File: config.mk
export PLATFORM = sky130hd
export DESIGN_NAME = sync_length_xor_frame_parser_top_flat
export DESIGN_NICKNAME = d
export VERILOG_FILES = /design/src/rtl/sxfp_pkg.sv /design/src/rtl/sxfp_stream_if.sv /design/src/rtl/sxfp_ctrl.sv /design/src/rtl/sxfp_dp.sv /design/src/rtl/sync_length_xor_frame_parser_top.sv /design/src/flat_wrapper.sv
export SDC_FILE = /design/constraint.sdc
export NUM_CORES = 2
export LEC_CHECK = 0
export BUFFER_PORTS_ARGS = -buffer_cell sky130_fd_sc_hd__clkbuf_2
export CAP_MARGIN = 10
export CORE_ASPECT_RATIO = 1.25
export CORE_MARGIN = 4
export CORE_UTILIZATION = 50
export DETAILED_ROUTE_END_ITERATION = 12
export GPL_ROUTABILITY_DRIVEN = 0
export HOLD_SLACK_MARGIN = 0.15
export PLACE_DENSITY = 0.66
export SLEW_MARGIN = 30
export SYNTH_ARGS = -nofsm -noshare
export SYNTH_HDL_FRONTEND = slang
export SYNTH_SLANG_ARGS = --single-unit
File: constraint.sdc
create_clock -name i_clk -period 14.7 [get_ports i_clk]
set_input_delay 1.47 -clock i_clk [delete_from_list [all_inputs] [get_ports i_clk]]
set_output_delay 1.47 -clock i_clk [all_outputs]
set_load 0.01 [all_outputs]
File: src/rtl/sxfp_pkg.sv
// Shared types and constants of the sync / length / XOR frame parser.
// No dependencies; sxfp_ctrl, sxfp_dp, the top level and the testbench import it.
package sxfp_pkg;

    localparam int MAX_PULSES_DEF = 64;

    localparam int TICK_W   = 20;
    localparam int CFG_IDX_W = 2;
    localparam int CFG_W    = 20;
    localparam int IDX_W    = 6;
    localparam int TOTAL_W  = 7;
    localparam int CNT_W    = 32;

    localparam logic [7:0] SYNC_A = 8'hAA;
    localparam logic [7:0] SYNC_B = 8'h55;
    localparam logic [TICK_W-1:0] TICK_MAX = '1;

    // register indexes
    localparam logic [CFG_IDX_W-1:0] REG_BYTE_TO   = 2'd0;
    localparam logic [CFG_IDX_W-1:0] REG_ONLINE_TO = 2'd1;
    localparam logic [CFG_W-1:0] BYTE_TO_RST   = 20'd1000;
    localparam logic [CFG_W-1:0] ONLINE_TO_RST = 20'd5000;

    // result status codes
    localparam logic [1:0] ST_PULSE   = 2'd0;
    localparam logic [1:0] ST_LEN_ERR = 2'd1;
    localparam logic [1:0] ST_CRC_ERR = 2'd2;
    localparam logic [1:0] ST_TICK    = 2'd3;

    // item kinds
    localparam logic KIND_BYTE = 1'b0;
    localparam logic KIND_TICK = 1'b1;

    typedef struct packed {
        logic       kind;
        logic [7:0] data_byte;
    } t_in_item;

    typedef struct packed {
        logic [1:0]         status;
        logic [IDX_W-1:0]   pulse_index;
        logic [15:0]        pulse_width;
        logic [TOTAL_W-1:0] pulse_total;
        logic               last;
        logic [CNT_W-1:0]   frame_seq;
        logic               link_online;
        logic [CNT_W-1:0]   good_frames;
        logic [CNT_W-1:0]   checksum_errors;
        logic [CNT_W-1:0]   length_errors;
    } t_out_item;

    // controller -> datapath
    typedef struct packed {
        logic             step;   // process the held input item
        logic             rd;     // read pulse word at idx
        logic             ld;     // load pulse result into output register
        logic [IDX_W-1:0] idx;
    } t_ctrl_cmd;

    // datapath -> controller
    typedef struct packed {
        logic in_pend;     // an input item is held
        logic out_free;    // output register can take a result this cycle
        logic frame_good;  // held item completes a good frame
        logic last_pulse;  // idx is the final pulse of the frame
    } t_ctrl_sts;

endpackage

File: src/rtl/sxfp_stream_if.sv
// Valid/ready channel carrying one item of payload type T.
// Depends on nothing; payload types come from sxfp_pkg.
interface sxfp_stream_if #(
    parameter type T = logic
);
    logic valid;
    logic ready;
    T     data;

    modport source (output valid, output data, input ready);
    modport sink   (input valid, input data, output ready);
endinterface

File: src/rtl/sxfp_ctrl.sv
// Flow controller: steps held items and sequences the pulse readout.
// Depends on sxfp_pkg.
module sxfp_ctrl (
    input  logic               i_clk,
    input  logic               i_rst_n,
    input  sxfp_pkg::t_ctrl_sts i_sts,
    output sxfp_pkg::t_ctrl_cmd o_cmd
);
    import sxfp_pkg::*;

    localparam logic [1:0] S_IDLE = 2'd0;
    localparam logic [1:0] S_READ = 2'd1;
    localparam logic [1:0] S_LOAD = 2'd2;

    logic [1:0]       r_state, n_state;
    logic [IDX_W-1:0] r_idx, n_idx;

    always_comb begin
        n_state    = r_state;
        n_idx      = r_idx;
        o_cmd      = '0;
        o_cmd.idx  = r_idx;
        case (r_state)
            S_IDLE: begin
                if (i_sts.in_pend && i_sts.out_free) begin
                    o_cmd.step = 1'b1;
                    if (i_sts.frame_good) begin
                        n_state = S_READ;
                        n_idx   = '0;
                    end
                end
            end
            S_READ: begin
                o_cmd.rd = 1'b1;
                n_state  = S_LOAD;
            end
            S_LOAD: begin
                if (i_sts.out_free) begin
                    o_cmd.ld = 1'b1;
                    if (i_sts.last_pulse) begin
                        n_state = S_IDLE;
                    end else begin
                        n_idx   = r_idx + 1'b1;
                        n_state = S_READ;
                    end
                end
            end
            default: begin
                n_state = S_IDLE;
            end
        endcase
    end

    always_ff @(posedge i_clk) begin
        if (!i_rst_n) begin
            r_state <= S_IDLE;
            r_idx   <= '0;
        end else begin
            r_state <= n_state;
            r_idx   <= n_idx;
        end
    end

endmodule

File: src/rtl/sxfp_dp.sv
// Datapath: input holding register, parser state, payload memory,
// link supervision, saturating counters and the output register.
// Depends on sxfp_pkg and sxfp_stream_if.
module sxfp_dp #(
    parameter int MAX_PULSES = sxfp_pkg::MAX_PULSES_DEF
) (
    input  logic                            i_clk,
    input  logic                            i_rst_n,
    input  logic                            i_cfg_we,
    input  logic [sxfp_pkg::CFG_IDX_W-1:0]  i_cfg_idx,
    input  logic [sxfp_pkg::CFG_W-1:0]      i_cfg_data,
    input  sxfp_pkg::t_ctrl_cmd             i_cmd,
    output sxfp_pkg::t_ctrl_sts             o_sts,
    sxfp_stream_if.sink                     i_in,
    sxfp_stream_if.source                   o_out
);
    import sxfp_pkg::*;

    localparam int AW    = (MAX_PULSES > 1) ? $clog2(MAX_PULSES) : 1;
    localparam int DEPTH = 2 ** AW;

    localparam logic [2:0] PH_HUNT    = 3'd0;
    localparam logic [2:0] PH_SYNC2   = 3'd1;
    localparam logic [2:0] PH_LEN_LO  = 3'd2;
    localparam logic [2:0] PH_LEN_HI  = 3'd3;
    localparam logic [2:0] PH_PAYLOAD = 3'd4;
    localparam logic [2:0] PH_CHECK   = 3'd5;

    localparam logic [8:0] MAX_CNT = 9'(MAX_PULSES);

    function automatic logic [CNT_W-1:0] sat_inc(input logic [CNT_W-1:0] v);
        return (v == '1) ? v : v + 1'b1;
    endfunction

    // configuration
    logic [CFG_W-1:0] r_byte_to, r_online_to;

    // input holding register
    logic     r_in_valid;
    t_in_item r_in;

    // parser and supervision state
    logic [2:0]         r_phase, n_phase;
    logic [7:0]         r_cnt, n_cnt;       // pulse count, high byte checked zero
    logic [7:0]         r_pos, n_pos;
    logic [7:0]         r_xor, n_xor;
    logic [7:0]         r_lo;
    logic [TICK_W-1:0]  r_tsb, n_tsb, r_tsf, n_tsf;
    logic               r_online, n_online;
    logic [CNT_W-1:0]   r_seq, n_seq, r_good, n_good, r_crc, n_crc, r_len, n_len;
    logic [TOTAL_W-1:0] r_total;

    // payload words, low byte first
    logic [15:0] r_mem [DEPTH];
    logic [15:0] r_rd_data;
    logic        mem_we;

    logic          r_out_valid;
    t_out_item     r_out, n_out;
    logic          out_load;
    logic          restart, res_valid;
    logic [1:0]    res_status;
    logic          good_now;
    logic [TOTAL_W-1:0] idx_p1;

    assign o_sts.in_pend    = r_in_valid;
    assign o_sts.out_free   = !r_out_valid || o_out.ready;
    assign good_now         = (r_in.kind == KIND_BYTE) && (r_phase == PH_CHECK) &&
                              (r_in.data_byte == r_xor);
    assign o_sts.frame_good = good_now;
    assign idx_p1           = {1'b0, i_cmd.idx} + 1'b1;
    assign o_sts.last_pulse = (idx_p1 == r_total);

    assign i_in.ready  = !r_in_valid || i_cmd.step;
    assign o_out.valid = r_out_valid;
    assign o_out.data  = r_out;

    // one parser step on the held item
    always_comb begin
        n_phase    = r_phase;
        n_cnt      = r_cnt;
        n_pos      = r_pos;
        n_xor      = r_xor;
        n_tsb      = r_tsb;
        n_tsf      = r_tsf;
        n_online   = r_online;
        n_seq      = r_seq;
        n_good     = r_good;
        n_crc      = r_crc;
        n_len      = r_len;
        restart    = 1'b0;
        res_valid  = 1'b0;
        res_status = ST_TICK;
        mem_we     = 1'b0;
        if (i_cmd.step) begin
            if (r_in.kind == KIND_TICK) begin
                n_tsb = (r_tsb == TICK_MAX) ? r_tsb : r_tsb + 1'b1;
                n_tsf = (r_tsf == TICK_MAX) ? r_tsf : r_tsf + 1'b1;
                if (n_tsf > r_online_to) n_online = 1'b0;
                if (r_phase != PH_HUNT && n_tsb > r_byte_to) restart = 1'b1;
                res_valid  = 1'b1;
                res_status = ST_TICK;
            end else begin
                n_tsb = '0;
                case (r_phase)
                    PH_HUNT: begin
                        if (r_in.data_byte == SYNC_A) n_phase = PH_SYNC2;
                    end
                    PH_SYNC2: begin
                        if (r_in.data_byte == SYNC_B) begin
                            n_phase = PH_LEN_LO;
                            n_xor   = '0;
                            n_cnt   = '0;
                            n_pos   = '0;
                        end else if (r_in.data_byte != SYNC_A) begin
                            n_phase = PH_HUNT;
                        end
                    end
                    PH_LEN_LO: begin
                        n_cnt   = r_in.data_byte;
                        n_xor   = r_in.data_byte;
                        n_phase = PH_LEN_HI;
                    end
                    PH_LEN_HI: begin
                        n_xor = r_xor ^ r_in.data_byte;
                        if (r_in.data_byte != 8'd0 || r_cnt == 8'd0 ||
                            {1'b0, r_cnt} > MAX_CNT) begin
                            n_len      = sat_inc(r_len);
                            restart    = 1'b1;
                            res_valid  = 1'b1;
                            res_status = ST_LEN_ERR;
                        end else begin
                            n_phase = PH_PAYLOAD;
                        end
                    end
                    PH_PAYLOAD: begin
                        mem_we = r_pos[0];
                        n_pos  = r_pos + 1'b1;
                        n_xor  = r_xor ^ r_in.data_byte;
                        if ({1'b0, n_pos} >= {r_cnt, 1'b0}) n_phase = PH_CHECK;
                    end
                    PH_CHECK: begin
                        if (!good_now) begin
                            n_crc      = sat_inc(r_crc);
                            res_valid  = 1'b1;
                            res_status = ST_CRC_ERR;
                        end else begin
                            n_seq    = r_seq + 1'b1;
                            n_good   = sat_inc(r_good);
                            n_tsf    = '0;
                            n_online = 1'b1;
                        end
                        restart = 1'b1;
                    end
                    default: begin
                        restart = 1'b1;
                    end
                endcase
            end
            if (restart) begin
                n_phase = PH_HUNT;
                n_cnt   = '0;
                n_pos   = '0;
                n_xor   = '0;
            end
        end
    end

    // result assembly
    always_comb begin
        n_out                 = '0;
        n_out.frame_seq       = n_seq;
        n_out.link_online     = n_online;
        n_out.good_frames     = n_good;
        n_out.checksum_errors = n_crc;
        n_out.length_errors   = n_len;
        n_out.last            = 1'b1;
        n_out.status          = res_status;
        if (i_cmd.ld) begin
            n_out.status      = ST_PULSE;
            n_out.pulse_index = i_cmd.idx;
            n_out.pulse_width = r_rd_data;
            n_out.pulse_total = r_total;
            n_out.last        = o_sts.last_pulse;
        end
    end

    assign out_load = i_cmd.ld || res_valid;

    always_ff @(posedge i_clk) begin
        if (!i_rst_n) begin
            r_byte_to   <= BYTE_TO_RST;
            r_online_to <= ONLINE_TO_RST;
            r_in_valid  <= 1'b0;
            r_out_valid <= 1'b0;
            r_phase     <= PH_HUNT;
            r_cnt       <= '0;
            r_pos       <= '0;
            r_xor       <= '0;
            r_tsb       <= '0;
            r_tsf       <= '0;
            r_online    <= 1'b0;
            r_seq       <= '0;
            r_good      <= '0;
            r_crc       <= '0;
            r_len       <= '0;
            r_total     <= '0;
        end else begin
            if (i_cfg_we) begin
                if (i_cfg_idx == REG_BYTE_TO)   r_byte_to   <= i_cfg_data;
                if (i_cfg_idx == REG_ONLINE_TO) r_online_to <= i_cfg_data;
            end
            if (i_in.valid && i_in.ready) begin
                r_in_valid <= 1'b1;
            end else if (i_cmd.step) begin
                r_in_valid <= 1'b0;
            end
            if (out_load) begin
                r_out_valid <= 1'b1;
            end else if (o_out.ready) begin
                r_out_valid <= 1'b0;
            end
            r_phase  <= n_phase;
            r_cnt    <= n_cnt;
            r_pos    <= n_pos;
            r_xor    <= n_xor;
            r_tsb    <= n_tsb;
            r_tsf    <= n_tsf;
            r_online <= n_online;
            r_seq    <= n_seq;
            r_good   <= n_good;
            r_crc    <= n_crc;
            r_len    <= n_len;
            if (i_cmd.step && good_now) r_total <= r_cnt[TOTAL_W-1:0];
        end
    end

    // payload registers
    always_ff @(posedge i_clk) begin
        if (i_in.valid && i_in.ready) r_in <= i_in.data;
        if (out_load) r_out <= n_out;
        if (i_cmd.step && r_phase == PH_PAYLOAD && !r_pos[0]) r_lo <= r_in.data_byte;
    end

    // payload memory, one word written per byte pair
    always_ff @(posedge i_clk) begin
        if (mem_we) r_mem[r_pos[AW:1]] <= {r_in.data_byte, r_lo};
        if (i_cmd.rd) r_rd_data <= r_mem[i_cmd.idx[AW-1:0]];
    end

endmodule

File: src/rtl/sync_length_xor_frame_parser_top.sv
// Top level of the sync / length / XOR frame parser.
// Depends on sxfp_pkg, sxfp_stream_if, sxfp_ctrl and sxfp_dp.
//
// Use:
//  - i_in carries items: kind 0 = a received UART byte, kind 1 = one time tick.
//  - o_out carries results: one tick report per tick, one status result per
//    length or checksum error, and one result per pulse of a good frame.
//  - The config port (i_cfg_we / i_cfg_idx / i_cfg_data) sets the byte
//    timeout (index 0) and the online timeout (index 1); write only while idle.
// Timing:
//  - An accepted item sits in a one-deep input register and is parsed when
//    the controller is idle and o_out can take a result; a status result it
//    causes is registered with that step, pulses via the READ and LOAD states.
//  - Bytes and ticks sustain one item per cycle while o_out keeps up.
//  - A good frame of N pulses reads the payload memory once per pulse, each
//    via READ then LOAD; no item is parsed until its last pulse is loaded.
// Reset (i_rst_n, synchronous): parser hunts for sync, counters and link
//  state clear, timeouts return to 1000 and 5000 ticks. No clearing pass.
// Stall: with o_out stalled, one more item is taken into the input register
//  and then i_in.ready drops until the waiting result is taken.
module sync_length_xor_frame_parser_top #(
    parameter int MAX_PULSES = sxfp_pkg::MAX_PULSES_DEF
) (
    input  logic                           i_clk,
    input  logic                           i_rst_n,
    input  logic                           i_cfg_we,
    input  logic [sxfp_pkg::CFG_IDX_W-1:0] i_cfg_idx,
    input  logic [sxfp_pkg::CFG_W-1:0]     i_cfg_data,
    sxfp_stream_if.sink                    i_in,
    sxfp_stream_if.source                  o_out
);
    import sxfp_pkg::*;

    t_ctrl_cmd cmd;
    t_ctrl_sts sts;

    sxfp_ctrl u_ctrl (
        .i_clk   (i_clk),
        .i_rst_n (i_rst_n),
        .i_sts   (sts),
        .o_cmd   (cmd)
    );

    sxfp_dp #(
        .MAX_PULSES (MAX_PULSES)
    ) u_dp (
        .i_clk      (i_clk),
        .i_rst_n    (i_rst_n),
        .i_cfg_we   (i_cfg_we),
        .i_cfg_idx  (i_cfg_idx),
        .i_cfg_data (i_cfg_data),
        .i_cmd      (cmd),
        .o_sts      (sts),
        .i_in       (i_in),
        .o_out      (o_out)
    );

endmodule

File: src/flat_wrapper.sv
// flat-port wrapper written by rule: the top's interface ports become plain ports
module sync_length_xor_frame_parser_top_flat import sxfp_pkg::*;
#(
    parameter int MAX_PULSES = sxfp_pkg::MAX_PULSES_DEF
)
  (i_clk, i_rst_n, i_cfg_we, i_cfg_idx, i_cfg_data, i_in_valid, i_in_data, i_in_ready, o_out_valid, o_out_data, o_out_ready);
  sxfp_stream_if #(.T(t_in_item)) i_in_i ();
  sxfp_stream_if #(.T(t_out_item)) o_out_i ();
  input  logic i_clk;
  input  logic i_rst_n;
  input  logic i_cfg_we;
  input  logic [sxfp_pkg::CFG_IDX_W-1:0] i_cfg_idx;
  input  logic [sxfp_pkg::CFG_W-1:0] i_cfg_data;
  input wire logic [$bits(i_in_i.valid)-1:0] i_in_valid;
  input wire logic [$bits(i_in_i.data)-1:0] i_in_data;
  output wire logic [$bits(i_in_i.ready)-1:0] i_in_ready;
  output wire logic [$bits(o_out_i.valid)-1:0] o_out_valid;
  output wire logic [$bits(o_out_i.data)-1:0] o_out_data;
  input wire logic [$bits(o_out_i.ready)-1:0] o_out_ready;
  assign i_in_i.valid = i_in_valid;
  assign i_in_i.data = i_in_data;
  assign i_in_ready = i_in_i.ready;
  assign o_out_valid = o_out_i.valid;
  assign o_out_data = o_out_i.data;
  assign o_out_i.ready = o_out_ready;
  sync_length_xor_frame_parser_top #(.MAX_PULSES(MAX_PULSES)) u_core (.i_clk(i_clk), .i_rst_n(i_rst_n), .i_cfg_we(i_cfg_we), .i_cfg_idx(i_cfg_idx), .i_cfg_data(i_cfg_data), .i_in(i_in_i), .o_out(o_out_i));
endmodule
# == Yosys cells after proc, flatten, opt, wreduce, memory -nomap -nowiden ==
# Memory sizes are Yosys's and may differ from the RTL's. A register that Yosys moved wholly into a read port is not among the register bits.
# Index checks and enable logic that the tools add are counted.
# op_classes
n_eq_ne,28
n_addsub,9
muxes,86
n_reduce_logical,42
n_lt_le_gt_ge,4
bitwise,2
# op_table
op,count
2-to-1 mux 32 bit,19
adder 32 x 1 -> 32 bit (second input constant),4
2-to-1 mux 20 bit,6
== test 32 bit (second input constant),3
2-to-1 mux 8 bit,7
adder 20 x 1 -> 20 bit (second input constant),2
== test 20 bit (second input constant),2
greater-than comparator 20 bit,2
one-hot mux 8 bit (2 select lines),2
2-to-1 mux 1 bit,28
2-to-1 mux 6 bit,4
one-hot mux 8 bit (3 select lines),1
2-to-1 mux 3 bit,7
one-hot mux 3 bit (5 select lines),1
2-to-1 mux 2 bit,6
one-hot mux 6 bit (2 select lines),1
AND reduction 4 bit,3
nonzero test 2 bit,5
>= comparator 8 x 9 -> 1 bit,1
inequality test 3 bit (second input constant),3
nonzero test 3 bit,3
adder 8 x 1 -> 8 bit (second input constant),1
== test 8 x 7 -> 1 bit (second input constant),1
== test 8 bit,1
35 further kinds,58
# totals
register_bits,431
inputBits,36
mem_bits_rw,1024
out_inout_bits,163
wordCells,203
memories,1
# memory_table
memory,depth,width,read_ports,rd_clocked_by_memory_dff,wr,line_no,source
u_core.u_dp.r_mem,64,16,1,1,1,sxfp_dp.sv:54,logic [15:0] r_mem [DEPTH];

# == Longest topological paths before layout ==
# logic_depth
word_depth,9
ltp_mapped,18
mapped_depth_nobuf,15

# == By module ==
# From an unflattened synthesis, not the netlist that was laid out.
# unflattened
cells_unflattened,3476
hier_area_um2,59082.9
# modules_own_cells
module,seq_area_each_um2,cells_each,area_each_um2,n_inst
sxfp_dp,41479.8,3428,58682.5,1
sxfp_ctrl,160.2,48,400.4,1

# == Least setup slack after synthesis ==
# OpenSTA, ideal clock, no wires.
# synth_path
path_type,register to register
startpoint,reg u_core.u_dp.r_in[1] (netlist name)
endpoint,"reg u_core.u_dp.r_out, in the netlist u_core.u_dp.o_out.data[0] (enable)"
required_ns,13.352
setup_time_ns,1.348
arrival_time_ns,5.055
path_buffers,0
period_less_slack_ns,6.403
path_stages_with_launch,7
setup_slack_ns,8.297
cell_sequence,edfxtp_1 -> or4_1 -> or3b_1 -> o31ai_1 -> o21ai_0 -> o21ai_0 -> nand2_1
# synth_between
elab_chain_len,8
elab_cells_between_ends,11
cone_classes,eq/ne: 1; mux: 5; reduce/logical: 5
# synth_rtl
item,line_no,source
start: declaration,sxfp_dp.sv:40,t_in_item r_in;
start signal: assignment,sxfp_dp.sv:240,if (i_in.valid && i_in.ready) r_in <= i_in.data;
nonzero test 8 bit,sxfp_dp.sv:126,if (r_in.data_byte != 8'd0 || r_cnt == 8'd0 ||
logical OR 1 bit (2 in a row),sxfp_dp.sv:126,
2-to-1 mux 1 bit,sxfp_dp.sv:126,
one-hot mux 1 bit (2 select lines) (*),sxfp_dp.sv:105,case (r_phase)
2-to-1 mux 1 bit (*),sxfp_dp.sv:96,if (r_in.kind == KIND_TICK) begin
2-to-1 mux 1 bit (*),sxfp_dp.sv:95,if (i_cmd.step) begin
logical OR 1 bit (*),sxfp_dp.sv:188,assign out_load = i_cmd.ld || res_valid;
via u_core.u_dp.out_load,sxfp_dp.sv:60,logic out_load;
end signal: assignment,sxfp_dp.sv:241,if (out_load) r_out <= n_out;
end: declaration,sxfp_dp.sv:59,"t_out_item r_out, n_out;"
# The timed path passes the listed nets; every way through them passes the cells marked *.
# A chain may end at the register's enable or synchronous reset.

# == Worst setup path after layout ==
# layout_path
startpoint,reg u_core.u_dp.r_tsb[3]
endpoint,reg u_core.u_dp.r_xor[5]
# layout_between
elab_chain_len,9
elab_cells_between_ends,13
cone_classes,add/sub: 1; order compare: 1; eq/ne: 3; mux: 5; reduce/logical: 3
# layout_rtl
item,line_no,source
start: declaration,sxfp_dp.sv:48,"logic [TICK_W-1:0] r_tsb, n_tsb, r_tsf, n_tsf;"
start signal: assignment,sxfp_dp.sv:227,r_tsb <= n_tsb;
adder 20 x 1 -> 20 bit or == test 20 bit (tied branches),sxfp_dp.sv:97,n_tsb = (r_tsb == TICK_MAX) ? r_tsb : r_tsb + 1'b1;
2-to-1 mux 20 bit (*),sxfp_dp.sv:97,
greater-than comparator 20 bit (*),sxfp_dp.sv:100,if (r_phase != PH_HUNT && n_tsb > r_byte_to) restart = 1'b1;
logical AND 1 bit (*),sxfp_dp.sv:100,
2-to-1 mux 1 bit (*),sxfp_dp.sv:100,
2-to-1 mux 1 bit (*),sxfp_dp.sv:96,
2-to-1 mux 1 bit (*),sxfp_dp.sv:95,
"inequality test 3 bit (no line), or another cell as far along",n/a,
AND reduction 4 bit (no line),n/a,
end signal: assignment,sxfp_dp.sv:226,r_xor <= n_xor;
end: declaration,sxfp_dp.sv:46,"logic [7:0] r_xor, n_xor;"
# Mark *: on every way between the ends. The rest lies on a longest branch, timed or not. The select of a mux whose other input is x is not followed.

==> impl_metrics.ini <==
[timing]
clock-skew-final_ns = 0.0252
fmax_mhz = 202
final.setup.tns_ns = 0
final_period_minus_worst_setup_slack_ns = 4.95
setup_viol = 0
post-route-worst-setup-slack_ns = 9.75
timing.max_slew.rel_slack = 0.192
timing_hold_violations_final = 0
worst_hold_slack_ns = 0.455
unrepaired_setup_endpoints_after_global_routing = false
post-route-period-util = 0.336
final_max_slew_viol_count = 0
tightest_slew_ns = 1.21

[placed_design]
preCtsSetupSlack_ns = 9.77
postPlaceCellArea_sq_um = 62100
detailedPlacementHpwl_mm = 81.3
cells_after_dpl = 5137
place.port_buffers = 198

[detailed_routing]
wire_per_inst_um = 25.4
first_iter_violations = 3260
finalWirelength_mm = 137
met3_wirelength_mm = 8.91
drc = 0
dr_total_vias = 31600
detail-route-antenna-nets = 0
topRoutingLayerUsed = met4
wl_met1_mm = 54.5
met2_wirelength_mm = 70.9
routed_via_density = 5.86
drt-pass1-iter-count = 6

[synthesis]
number_of_enable_type_register_cells_in_the_synthesized_netlist = 1218
ys_dominant_reg_cell = edfxtp_1
syn-num-nets = 3527
synthDominantCellAreaShare = 0.621
syn_inst = 3436
syn-mean-instance-area_sq_um = 17.1
post_synth_main_area_contributors = edfxtp_1, mux4_2, dfxtp_1
synth_sequential_area_ratio = 0.707
async_set_or_reset_register_ratio_after_synthesis = 0
yosysWarnings = 0
yosys.area.top_type = edfxtp_1
post_synth_num_cell_types = 73
ys_seq_elements = 1471
combined_area_of_all_synthesized_cells_sq_um = 58900

[clock_tree]
cts-root-buf = clkbuf_16
post_cts_sizing = 0
post_cts_hold_buffer_count = 0
cts_tree = done
cts.repair_timing.setup_buffer_count = 0
clkLatencyLatePin_ns = 0.77
max_root_sink_buffers = 3
h_tree_level_count = 4
clock_edge_transition_at_the_registers_on_the_reported_setup_and_hold_paths_ns = 0.06
cts_buffers = 142
cts_num_sinks = 1471

[worst_setup_path]
timing.critical_path.mode_cell = nand4_1
cpMaxStageDelayCell = a31oi_1
worst_ep_arrival_time_ns = 5.64
critPathMaxStageDelay_ns = 0.67
criticalPathCategory = reg -> reg
setup.worst_path.end_class = register
cp.required_ns = 15.39
worstPathMaxFanout = 13
cp_num_buf_inv = 0
crit_path_cell_trace = and3_1 -> nand4_1 -> nor3_1 -> nand3_1 -> mux2_2 -> ha_1 -> nand4_1 -> nor4_1 -> o21ai_0 -> a31oi_1 -> o21ai_2 -> a21oi_2 -> mux2i_1
crit_family = compound AO/OA/AOI/OAI gates
critPathLaunchType = register

[grt]
first_pass_grt_wire_length_mm = 204
grt_max_degree = 144
first_global_vias = 31300
grt_util_all_layers = 0.224
grt_overflow_total = 0
antenna_violations_before_repair = 0

[hold_path]
min-delay-path-class = reg -> reg

[power_and_ir_drop]
p_total_mw = 8.43
total_leakage_power_nw = 21.6
peakVddDrop_v = 0.000106
power_density_nw_per_um2 = 126

[die]
pin_count = 199
dieHeight_um = 392
placement_rows = 140
die_footprint_sq_um = 123000
start_util = 0.505
horizontal_die_dimension_um = 315
fp.coreArea_sq_um = 117000

[layout]
layout.cell_area.non_filler_sq_um = 67000
fin_cells = 5396
number_of_nets_at_the_end_of_the_flow = 3811
utilization = 0.574
drive_above_1_share = 0.240
syn2layout_area_growth_pct = 13.8

[status]
status = complete, no violations

[flow_run]
max-cap-violations = 0
-- final timing paths --
path / start / to / slack, ns / cells after the start
setup / recovery: u_core.u_dp.r_tsb[3]$_SDFFE_PN0P_ / u_core.u_dp.r_xor[5]$_SDFFE_PN0P_ / 9.75 / 13
hold / removal: u_core.u_dp.r_online_to[14]$_SDFFE_PN0P_ / u_core.u_dp.r_online_to[14]$_SDFFE_PN0P_ / 0.46 / 2
setup reg to reg: u_core.u_dp.r_tsb[3]$_SDFFE_PN0P_ / u_core.u_dp.r_xor[5]$_SDFFE_PN0P_ / 9.75 / 13
hold reg to reg: u_core.u_dp.r_online_to[14]$_SDFFE_PN0P_ / u_core.u_dp.r_online_to[14]$_SDFFE_PN0P_ / 0.46 / 2
-- placed cells by master (no fill, tap or decap), types with 9 or more instances in the layout --
| cell | Yosys | routed |
|---|---|---|
| nand4_1 | 63 | 63 |
| ha_1 | 55 | 55 |
| clkinvlp_4 | 0 | 9 |
| and3_1 | 34 | 34 |
| nand2b_1 | 19 | 19 |
| nor2b_1 | 12 | 11 |
| o21ai_0 | 48 | 48 |
| clkbuf_1 | 109 | 27 |
| clkinv_2 | 0 | 15 |
| edfxtp_1 | 1218 | 1218 |
| and4_1 | 19 | 19 |
| nor3_1 | 37 | 36 |
| mux4_2 | 336 | 336 |
| xnor2_1 | 112 | 112 |
| clkbuf_16 | 0 | 146 |
| a22o_1 | 11 | 11 |
| xor2_1 | 61 | 61 |
| nand3_1 | 87 | 87 |
| a21o_1 | 19 | 19 |
| clkbuf_8 | 0 | 11 |
| clkinv_1 | 0 | 15 |
| inv_1 | 68 | 67 |
| and2_1 | 167 | 167 |
| bufinv_16 | 0 | 18 |
| nand2_1 | 190 | 188 |
| a21oi_1 | 92 | 92 |
| nor2_1 | 180 | 163 |
| nand3b_1 | 11 | 11 |
| dfxtp_1 | 253 | 247 |
| mux2_2 | 10 | 10 |
| mux2i_1 | 11 | 11 |
| or3_1 | 13 | 13 |
| o211ai_1 | 13 | 13 |
| nor4_1 | 16 | 16 |
| nor2_2 | 0 | 17 |
| clkbuf_2 | 0 | 197 |
| buf_4 | 0 | 98 |
-- synthesized netlist by cell type, drive strengths merged (12+ instances only) --
library cell / instances
a21o: 19
a21oi: 94
and2: 167
and3: 34
and4: 19
buf: 55
clkbuf: 109
dfxtp: 253
edfxtp: 1218
ha: 55
inv: 68
mux4: 336
nand2: 190
nand2b: 19
nand3: 87
nand4: 63
nor2: 180
nor2b: 12
nor3: 42
nor4: 19
o211ai: 13
o21ai: 50
or3: 13
xnor2: 112
xor2: 61
-- logic make-up after synthesis --
family | after synthesis | synth area share
flops | 1471 | 0.707
fa+ha+maj | 55 | 0.0117
mux | 358 | 0.133
xor+xnor | 173 | 0.0257
buf+inv | 232 | 0.0150
compound gates | 255 | 0.0281
simple gates | 892 | 0.0796
-- sequential cells by signal, summed over array words and instances, names as in the netlist, 2 cells and up --
signal                   flops
u_core.u_dp.r_in             9
u_core.u_dp.r_lo             8
u_core.u_dp.r_crc           32
u_core.u_dp.r_online_to     20
u_core.u_dp.r_byte_to       20
u_core.u_dp.r_mem         1024
u_core.u_dp.r_good          32
u_core.u_dp.r_xor            8
u_core.u_dp.r_total          7
u_core.u_ctrl.r_idx          6
u_core.u_dp.r_tsf           20
u_core.u_dp.r_pos            8
u_core.u_dp.r_cnt            8
u_core.u_dp.r_tsb           20
u_core.u_dp.o_out.data     161
u_core.u_dp.r_len           32
u_core.u_dp.r_seq           32
u_core.u_ctrl.r_state        2
u_core.u_dp.r_phase          3
u_core.u_dp.r_rd_data       16
-- power by group --
part	leakage [nW]	switching (mW)	internal (mW)	total, mW
registers	12.8	0.0146	4.51	4.52
clock network	2.34	1.57	2.21	3.77
logic	6.40	0.0994	0.0330	0.132
-- routing by layer --
layer	global-route usage	vias to the layer above
li1	-	14000
met1	0.298	16300
met2	0.390	1140
met3	0.0337	179
met4	0.0531	0
met5	0	-
-- area by class of cell --
class                      count  area (sq um)
clock inverter                72           942
antenna                        2          5.00
fill                        8852         49600
multi-input combinational   1733         16400
sequential                  1471         41700
clock buffer                 184          3910
timing repair buffer         304          1880
tap                         1562          1950
inverter                      68           255
-- worst reg2reg max path, stage by stage, from the launching register on --
cell     delay [ns]
dfxtp_1        0.44
and3_1         0.34
nand4_1        0.23
nor3_1         0.42
nand3_1        0.14
mux2_2         0.30
ha_1           0.30
nand4_1        0.17
nor4_1         0.48
o21ai_0        0.18
a31oi_1        0.67
o21ai_2        0.34
a21oi_2        0.61
mux2i_1        0.25
Power figures use the tool's default switching activity.
